`config.mk`:
```
export PLATFORM = sky130hd
export DESIGN_NAME = bc1_bc2_bc3_block_decoder
export DESIGN_NICKNAME = d
export VERILOG_FILES = /design/src/bcdec_pkg.sv /design/src/bcdec_palette.sv /design/src/bcdec_lane.sv /design/src/bc1_bc2_bc3_block_decoder.sv
export SDC_FILE = /design/constraint.sdc
export NUM_CORES = 2
export LEC_CHECK = 0
export BUFFER_PORTS_ARGS = -buffer_cell sky130_fd_sc_hd__buf_2
export CAP_MARGIN = 20
export CORE_ASPECT_RATIO = 1.5
export CORE_MARGIN = 2
export CORE_UTILIZATION = 30
export CTS_BUF_LIST = sky130_fd_sc_hd__clkbuf_8 sky130_fd_sc_hd__clkbuf_16
export DETAILED_ROUTE_END_ITERATION = 10
export GPL_TIMING_DRIVEN = 1
export HOLD_SLACK_MARGIN = 0.15
export SKIP_CTS_REPAIR_TIMING = 1
export SLEW_MARGIN = 15
export SYNTH_ARGS = -nofsm -noshare
export SYNTH_HDL_FRONTEND = slang
export SYNTH_SLANG_ARGS = --single-unit
```
`constraint.sdc`:
```
create_clock -name clk_i -period 7.6 [get_ports clk_i]
set_input_delay 1.52 -clock clk_i [delete_from_list [all_inputs] [get_ports clk_i]]
set_output_delay 1.52 -clock clk_i [all_outputs]
set_load 0.02 [all_outputs]
```
`src/bcdec_pkg.sv`:
```
// shared types, codes and arithmetic helpers for the bc1/bc2/bc3 block decoder
package bcdec_pkg;

  // texture format codes; the last code decodes like bc3
  localparam logic [1:0] FMT_BC1  = 2'd0;
  localparam logic [1:0] FMT_BC2  = 2'd1;
  localparam logic [1:0] FMT_BC3  = 2'd2;
  localparam logic [1:0] FMT_RSVD = 2'd3;

  // configuration register indexes
  localparam logic [1:0] REG_FORMAT = 2'd0;
  localparam logic [1:0] REG_WIDTH  = 2'd1;
  localparam logic [1:0] REG_HEIGHT = 2'd2;

  localparam int unsigned DimW = 13;
  localparam logic [DimW-1:0] MAX_DIM = 13'd4096;

  localparam int unsigned NumLanes = 4;

  // decoded palettes of one block
  typedef struct packed {
    logic [3:0][23:0] rgb;    // colour entries, b[23:16] g[15:8] r[7:0]
    logic             a3;     // alpha of colour entry 3 is 255 when set
    logic [7:0][7:0]  alpha;  // bc3 alpha entries
  } pal_t;

  // per-lane selection codes for one texel
  typedef struct packed {
    logic [1:0] cidx;
    logic [3:0] nib;
    logic [2:0] aidx;
  } lane_sel_t;

  function automatic logic [7:0] expand5(input logic [4:0] v);
    return {v, v[4:2]};
  endfunction

  function automatic logic [7:0] expand6(input logic [5:0] v);
    return {v, v[5:4]};
  endfunction

  // floor(x/3) for x <= 765 by reciprocal multiply
  function automatic logic [7:0] div3(input logic [9:0] x);
    logic [20:0] p;
    p = {11'd0, x} * 21'd683;
    return p[18:11];
  endfunction

  // floor(x/7) for x <= 1785
  function automatic logic [7:0] div7(input logic [10:0] x);
    logic [22:0] p;
    p = {12'd0, x} * 23'd2341;
    return p[21:14];
  endfunction

  // floor(x/5) for x <= 1275
  function automatic logic [7:0] div5(input logic [10:0] x);
    logic [22:0] p;
    p = {12'd0, x} * 23'd3277;
    return p[21:14];
  endfunction

endpackage

```
`src/bcdec_palette.sv`:
```
// colour and alpha palette builder for one compressed block
module bcdec_palette import bcdec_pkg::*; (
  input  logic [1:0]  fmt_i,
  input  logic [31:0] color_ep_i,
  input  logic [15:0] alpha_ep_i,
  output pal_t        pal_o
);

  logic [15:0] c0, c1;
  logic [2:0][7:0] e0, e1;
  logic        punch;
  logic [7:0]  a0, a1;
  logic [3:0][23:0] rgb_pal;
  logic             keep_a3;
  logic [7:0][7:0]  alpha_pal;

  assign c0 = color_ep_i[15:0];
  assign c1 = color_ep_i[31:16];
  assign a0 = alpha_ep_i[7:0];
  assign a1 = alpha_ep_i[15:8];

  // only bc1 switches to punch-through mode
  assign punch = (fmt_i == FMT_BC1) && (c0 <= c1);

  always_comb begin
    e0[0] = expand5(c0[15:11]);
    e0[1] = expand6(c0[10:5]);
    e0[2] = expand5(c0[4:0]);
    e1[0] = expand5(c1[15:11]);
    e1[1] = expand6(c1[10:5]);
    e1[2] = expand5(c1[4:0]);
  end

  always_comb begin
    logic [9:0] s2, s3;
    logic [8:0] sh;
    rgb_pal = '0;
    rgb_pal[0] = {e0[2], e0[1], e0[0]};
    rgb_pal[1] = {e1[2], e1[1], e1[0]};
    keep_a3 = !punch;
    for (int c = 0; c < 3; c++) begin
      s2 = {1'b0, e0[c], 1'b0} + {2'b00, e1[c]};
      s3 = {2'b00, e0[c]} + {1'b0, e1[c], 1'b0};
      sh = {1'b0, e0[c]} + {1'b0, e1[c]};
      if (punch) begin
        rgb_pal[2][8*c +: 8] = sh[8:1];
        rgb_pal[3][8*c +: 8] = 8'd0;
      end else begin
        rgb_pal[2][8*c +: 8] = div3(s2);
        rgb_pal[3][8*c +: 8] = div3(s3);
      end
    end
  end

  always_comb begin
    logic [10:0] acc7, acc5;
    alpha_pal[0] = a0;
    alpha_pal[1] = a1;
    for (int i = 1; i < 7; i++) begin
      acc7 = 11'(7 - i) * {3'b000, a0} + 11'(i) * {3'b000, a1};
      acc5 = 11'(5 - i) * {3'b000, a0} + 11'(i) * {3'b000, a1};
      if (a0 > a1) begin
        alpha_pal[i + 1] = div7(acc7);
      end else if (i < 5) begin
        alpha_pal[i + 1] = div5(acc5);
      end else if (i == 5) begin
        alpha_pal[i + 1] = 8'd0;
      end else begin
        alpha_pal[i + 1] = 8'd255;
      end
    end
  end

  assign pal_o = '{rgb: rgb_pal, a3: keep_a3, alpha: alpha_pal};

endmodule

```
`src/bcdec_lane.sv`:
```
// one texel column lane: palette lookup, alpha merge and horizontal clip
module bcdec_lane import bcdec_pkg::*; (
  input  logic [1:0]      fmt_i,
  input  pal_t            pal_i,
  input  lane_sel_t       sel_i,
  input  logic [1:0]      lane_idx_i,
  input  logic [9:0]      block_col_i,
  input  logic [DimW-1:0] width_i,
  output logic [31:0]     texel_o,
  output logic            col_ok_o
);

  logic [23:0] rgb;
  logic [7:0]  alpha;
  logic [11:0] x;

  always_comb begin
    case (sel_i.cidx)
      2'd0:    rgb = pal_i.rgb[0];
      2'd1:    rgb = pal_i.rgb[1];
      2'd2:    rgb = pal_i.rgb[2];
      default: rgb = pal_i.rgb[3];
    endcase
  end

  always_comb begin
    case (fmt_i)
      FMT_BC1: alpha = (sel_i.cidx == 2'd3 && !pal_i.a3) ? 8'd0 : 8'd255;
      FMT_BC2: alpha = {sel_i.nib, sel_i.nib};
      default: alpha = pal_i.alpha[sel_i.aidx];
    endcase
  end

  assign texel_o  = {alpha, rgb};
  assign x        = {block_col_i, lane_idx_i};
  assign col_ok_o = ({1'b0, x} < width_i);

endmodule

```
`src/bc1_bc2_bc3_block_decoder.sv`:
```
// top level of the bc1/bc2/bc3 block decoder: config, block register, lanes, row output
//
// Decodes one 4x4 compressed block (bc1, bc2 or bc3, chosen by texture_format) into four
// row transactions, top row first, each carrying four RGBA8 texels and a mask of the
// texels that lie inside the image (image_width/height, clamped to 4096). The palettes
// are built from the input transaction and registered together with the index bits; a
// row sequencer then drives four lanes, one per texel column, and registers one row per
// cycle into the output stage unless a stalled row is held there. The next block is
// accepted as its last row is registered into the output stage, so blocks stream with
// no gap. Each block passes the block register, then the output register. Configuration
// must only change while the block is idle.
module bc1_bc2_bc3_block_decoder import bcdec_pkg::*; (
  input  logic        clk_i,
  input  logic        rst_ni,
  input  logic        cfg_we_i,
  input  logic [1:0]  cfg_idx_i,
  input  logic [12:0] cfg_data_i,
  input  logic        in_valid_i,
  output logic        in_stall_o,
  input  logic [63:0] block_low_i,
  input  logic [63:0] block_high_i,
  input  logic [9:0]  block_col_i,
  input  logic [9:0]  block_row_i,
  output logic        out_valid_o,
  input  logic        out_stall_i,
  output logic [1:0]  row_in_block_o,
  output logic [31:0] texel_a_o,
  output logic [31:0] texel_b_o,
  output logic [31:0] texel_c_o,
  output logic [31:0] texel_d_o,
  output logic [3:0]  texel_valid_o,
  output logic        last_row_o
);

  logic [1:0]      fmt_q;
  logic [DimW-1:0] width_q, height_q, dim_clamped;

  assign dim_clamped = (cfg_data_i > MAX_DIM) ? MAX_DIM : cfg_data_i;

  always_ff @(posedge clk_i or negedge rst_ni) begin
    if (!rst_ni) begin
      fmt_q    <= FMT_BC1;
      width_q  <= 13'd4;
      height_q <= 13'd4;
    end else if (cfg_we_i) begin
      case (cfg_idx_i)
        REG_FORMAT: fmt_q    <= cfg_data_i[1:0];
        REG_WIDTH:  width_q  <= dim_clamped;
        REG_HEIGHT: height_q <= dim_clamped;
        default: ;
      endcase
    end
  end

  // palette build on the incoming block
  logic [63:0] cblk;
  pal_t        pal_d;

  assign cblk = (fmt_q == FMT_BC1) ? block_low_i : block_high_i;

  bcdec_palette u_palette (
    .fmt_i      (fmt_q),
    .color_ep_i (cblk[31:0]),
    .alpha_ep_i (block_low_i[15:0]),
    .pal_o      (pal_d)
  );

  // block register and row sequencer
  logic        blk_valid_q;
  logic [1:0]  row_cnt_q;
  pal_t        pal_q;
  logic [31:0] idx_q;
  logic [63:0] alo_q;
  logic [9:0]  bcol_q, brow_q;
  logic        in_acc, adv, blk_done;

  assign adv        = blk_valid_q && (!out_valid_o || !out_stall_i);
  assign blk_done   = adv && (row_cnt_q == 2'd3);
  assign in_stall_o = blk_valid_q && !blk_done;
  assign in_acc     = in_valid_i && !in_stall_o;

  always_ff @(posedge clk_i or negedge rst_ni) begin
    if (!rst_ni) begin
      blk_valid_q <= 1'b0;
      row_cnt_q   <= 2'd0;
    end else begin
      if (in_acc) begin
        blk_valid_q <= 1'b1;
        row_cnt_q   <= 2'd0;
      end else begin
        if (blk_done) begin
          blk_valid_q <= 1'b0;
        end
        if (adv) begin
          row_cnt_q <= row_cnt_q + 2'd1;
        end
      end
    end
  end

  always_ff @(posedge clk_i) begin
    if (in_acc) begin
      pal_q  <= pal_d;
      idx_q  <= cblk[63:32];
      alo_q  <= block_low_i;
      bcol_q <= block_col_i;
      brow_q <= block_row_i;
    end
  end

  // row slices of the index words
  logic [7:0]  cidx_row;
  logic [15:0] nib_row;
  logic [11:0] aidx_row;

  always_comb begin
    case (row_cnt_q)
      2'd0: begin
        cidx_row = idx_q[7:0];
        nib_row  = alo_q[15:0];
        aidx_row = alo_q[27:16];
      end
      2'd1: begin
        cidx_row = idx_q[15:8];
        nib_row  = alo_q[31:16];
        aidx_row = alo_q[39:28];
      end
      2'd2: begin
        cidx_row = idx_q[23:16];
        nib_row  = alo_q[47:32];
        aidx_row = alo_q[51:40];
      end
      default: begin
        cidx_row = idx_q[31:24];
        nib_row  = alo_q[63:48];
        aidx_row = alo_q[63:52];
      end
    endcase
  end

  logic [NumLanes-1:0][31:0] lane_texel;
  logic [NumLanes-1:0]       lane_ok;

  for (genvar k = 0; k < NumLanes; k++) begin : g_lane
    lane_sel_t sel;
    assign sel.cidx = cidx_row[2*k +: 2];
    assign sel.nib  = nib_row[4*k +: 4];
    assign sel.aidx = aidx_row[3*k +: 3];

    bcdec_lane u_lane (
      .fmt_i       (fmt_q),
      .pal_i       (pal_q),
      .sel_i       (sel),
      .lane_idx_i  (2'(k)),
      .block_col_i (bcol_q),
      .width_i     (width_q),
      .texel_o     (lane_texel[k]),
      .col_ok_o    (lane_ok[k])
    );
  end

  // merge: vertical clip and output register
  logic [11:0] y;
  logic        row_ok;

  assign y      = {brow_q, row_cnt_q};
  assign row_ok = ({1'b0, y} < height_q);

  logic        out_valid_q;
  logic [1:0]  row_out_q;
  logic [NumLanes-1:0][31:0] texel_q;
  logic [3:0]  mask_q;
  logic        last_q;

  always_ff @(posedge clk_i or negedge rst_ni) begin
    if (!rst_ni) begin
      out_valid_q <= 1'b0;
    end else if (adv) begin
      out_valid_q <= 1'b1;
    end else if (!out_stall_i) begin
      out_valid_q <= 1'b0;
    end
  end

  always_ff @(posedge clk_i) begin
    if (adv) begin
      row_out_q <= row_cnt_q;
      texel_q   <= lane_texel;
      mask_q    <= row_ok ? lane_ok : 4'd0;
      last_q    <= (row_cnt_q == 2'd3);
    end
  end

  assign out_valid_o    = out_valid_q;
  assign row_in_block_o = row_out_q;
  assign texel_a_o      = texel_q[0];
  assign texel_b_o      = texel_q[1];
  assign texel_c_o      = texel_q[2];
  assign texel_d_o      = texel_q[3];
  assign texel_valid_o  = mask_q;
  assign last_row_o     = last_q;

  // a fresh block always starts at its top row
  a_start_row: assert property (@(posedge clk_i) disable iff (!rst_ni)
    in_valid_i && !in_stall_o |=> blk_valid_q && row_cnt_q == 2'd0)
    else $error("block did not start at row zero");

  // an idle block register never holds off the input
  a_no_idle_stall: assert property (@(posedge clk_i) disable iff (!rst_ni)
    !blk_valid_q |-> !in_stall_o)
    else $error("input stalled with empty block register");

  // rows of one block follow one another with no gap once taken
  a_row_order: assert property (@(posedge clk_i) disable iff (!rst_ni)
    out_valid_o && !out_stall_i && !last_row_o |=>
      out_valid_o && row_in_block_o == $past(row_in_block_o) + 2'd1)
    else $error("row sequence broken");

endmodule

```
==> impl_metrics.tcl <==
set metrics [dict create \
    dpl.hpwl_um 142600 \
    synthTopCellsByArea "ha_1 28%, edfxtp_1 22%, fa_1 14%" \
    outcome "finished with violations" \
    die_w_um 346.6 \
    die_h_um 517.9 \
    fin_hold_ws_ns 0.4849 \
    cp_slowest_cell "fa_1" \
    rsz0062_at_grt "true" \
    start_util 0.3018 \
    crit_fanout 5 \
    min_path_cells 2 \
    synth_nets 6938 \
    drive_gt1_frac 0.2697 \
    dp_cells 8580 \
    layout_min_cycle_time_ns 7.665 \
    violations "setup timing" \
    synth-edff-count 380 \
    place_congestion 0.9051 \
    setup_viol 7 \
    vias 43447 \
    root_buffer "clkbuf_16" \
    overflow 0 \
    gr-usage-all-layers 0.1840 \
    drc 0 \
    cts_max_level 2 \
    ys_seq_area_frac 0.2313 \
    cap_violations 0 \
    instances_no_fill 8713 \
    cts_tree "yes" \
    slew_headroom 0.3424 \
    core-area_sq_um 175000 \
    syn_area_per_cell_sq_um 10.11 \
    yosysTopAreaCell "ha_1" \
    viasPerCell 4.986 \
    synthesis.instances 5226 \
    ioPinCount 305 \
    cts_num_sinks 412 \
    worstPathArrival_ns 8.01 \
    cp_common_cell "ha_4" \
    syn_area_sq_um 52810 \
    place_worst_setup_slack_ns -1.107 \
    max_stage_delay_ns 0.57 \
    cts.clk_slew.worst_paths_ns 0.07 \
    fillCellCount 17068 \
    skew_ns 0.05405 \
    synth_most_common_cell "ha_1" \
    synth_top_area_share 0.2779 \
    cts_buffers 42 \
    r2r-start "fmt_q[1]" \
    die-area_sq_um 179500 \
    portBuffers 304 \
    slew_viol_final 0 \
    clock_latency_ns 0.63 \
    num_rows 188 \
    hold_viol 0 \
    hold_path.class "flop to flop" \
    startpoint_type "primary input" \
    ant_nets 0 \
    synthArstFlopShare 0.07767 \
    drt_first_iter_violations 2488 \
    grt_max_degree 136 \
    clockBufferDepth 3 \
    fin_nets 8103 \
    rr_worst_depth 30 \
    routed_wl_um 170100 \
    synth_commonest_cells "1173 x ha_1, 761 x inv_1, 381 x nand2_1, 380 x edfxtp_1, 371 x fa_1" \
    ys_ff_latch 412 \
    first_pass_iters 5 \
    grt_pass1_vias 44812 \
    antenna_found_initial 17 \
    period_share 1.009 \
    synth_flop_cell "edfxtp_1" \
    synth.distinct_cells 91 \
    area_delta_synth_final_pct 28.19 \
    grt_pass1_wl_um 257200 \
    wl_per_cell_um 19.52 \
    fmax_mhz 130.5 \
    end_kind "flop" \
    crit_start "block_low_i[1]" \
    synth.yosys.warnings 0 \
    setup_slack_ns -0.06488 \
    worstMarginPinSlew_ns 0.9839 \
    critPathKind "primary input to flop" \
    hp-start "width_q[3]" \
    required_ns 7.94 \
]
==> area by class of cell <==
| type | count | area [sq um] | area share |
|---|---|---|---|
| clock inverters | 36 | 407.9 | 0.006025 |
| multi-input cells | 3918 | 39290 | 0.5803 |
| diodes | 8 | 20.02 | 0.0002957 |
| repair buffers | 1255 | 8980 | 0.1326 |
| clock buffers | 42 | 1051 | 0.01552 |
| well taps | 2280 | 2853 | 0.04214 |
| inverters | 762 | 2885 | 0.04262 |
| flip-flops and latches | 412 | 12220 | 0.1805 |
==> sequential cells by signal, summed over array words and instances, names as in the netlist, 13 cells and up <==
| signal | count |
|---|---|
| pal_q | 143 |
| alo_q | 50 |
| idx_q | 32 |
| texel_a_o | 32 |
| texel_b_o | 32 |
| texel_c_o | 32 |
| texel_d_o | 32 |
| height_q | 13 |
| width_q | 13 |
==> layout by cell type (no fill, tap or decap), drive strengths merged, types with 55 or more instances in the layout <==
cell type,count
a31oi,118
fa,371
nand2,381
ha,1173
buf,1251
a211oi,219
mux2i,90
xnor2,177
xor2,85
edfxtp,380
o21bai,55
a21o,65
nor2b,92
nor2,155
and2,79
o21ai,176
inv,769
a21oi,227
==> cell families after synthesis <==
family                     after synthesis  share of synthesized area
adders and majority gates             1544                     0.4185
AOI/OAI and AO/OA                     1051                     0.1323
and+or+nand+nor                        929                    0.08417
buffers and inverters                  896                    0.06423
DFF                                    412                     0.2313
xor gates and xnor gates               262                    0.04345
muxes                                  132                    0.02601
==> path summary, 6_finish.rpt <==
check | to | slack (ns)
setup / recovery | pal_q[29] | -0.06
hold / removal | width_q[3] | 0.48
setup reg to reg | pal_q[128] | 0.36
hold reg to reg | width_q[3] | 0.48
max in group asynchronous | fmt_q[0] | 6.08
min in group asynchronous | out_valid_o | 0.97
==> critical path: cells and delay by family <==
family                     cells  cell delay (ns)
adders and majority gates      9             3.40
AOI/OAI and AO/OA             11             1.66
buffers and inverters          4             0.52
xor gates and xnor gates       1             0.11
and+or+nand+nor                5             0.77
==> metrics by stage <==
stage	util	area (sq um)	TNS (ns)
after floorplan	-	53080	-3.458
after global placement	0.3656	63990	-55.34
after detailed placement	0.3657	63990	-62.33
after CTS	0.3740	65450	-7.858
after global routing	0.3868	67690	-3.322
final	0.3868	67700	-0.2672
==> metal layers <==
layer  part of all wire  wire, um  track usage
met5            0.00073       125            0
met4              0.049      8259      0.07203
met3              0.056      9548      0.02426
met2               0.50     85250       0.3386
met1               0.39     66900       0.2141
Power is left out: the tool's default activity adds up to more than one toggle a clock period on the data nets, which glitch-free logic cannot reach.
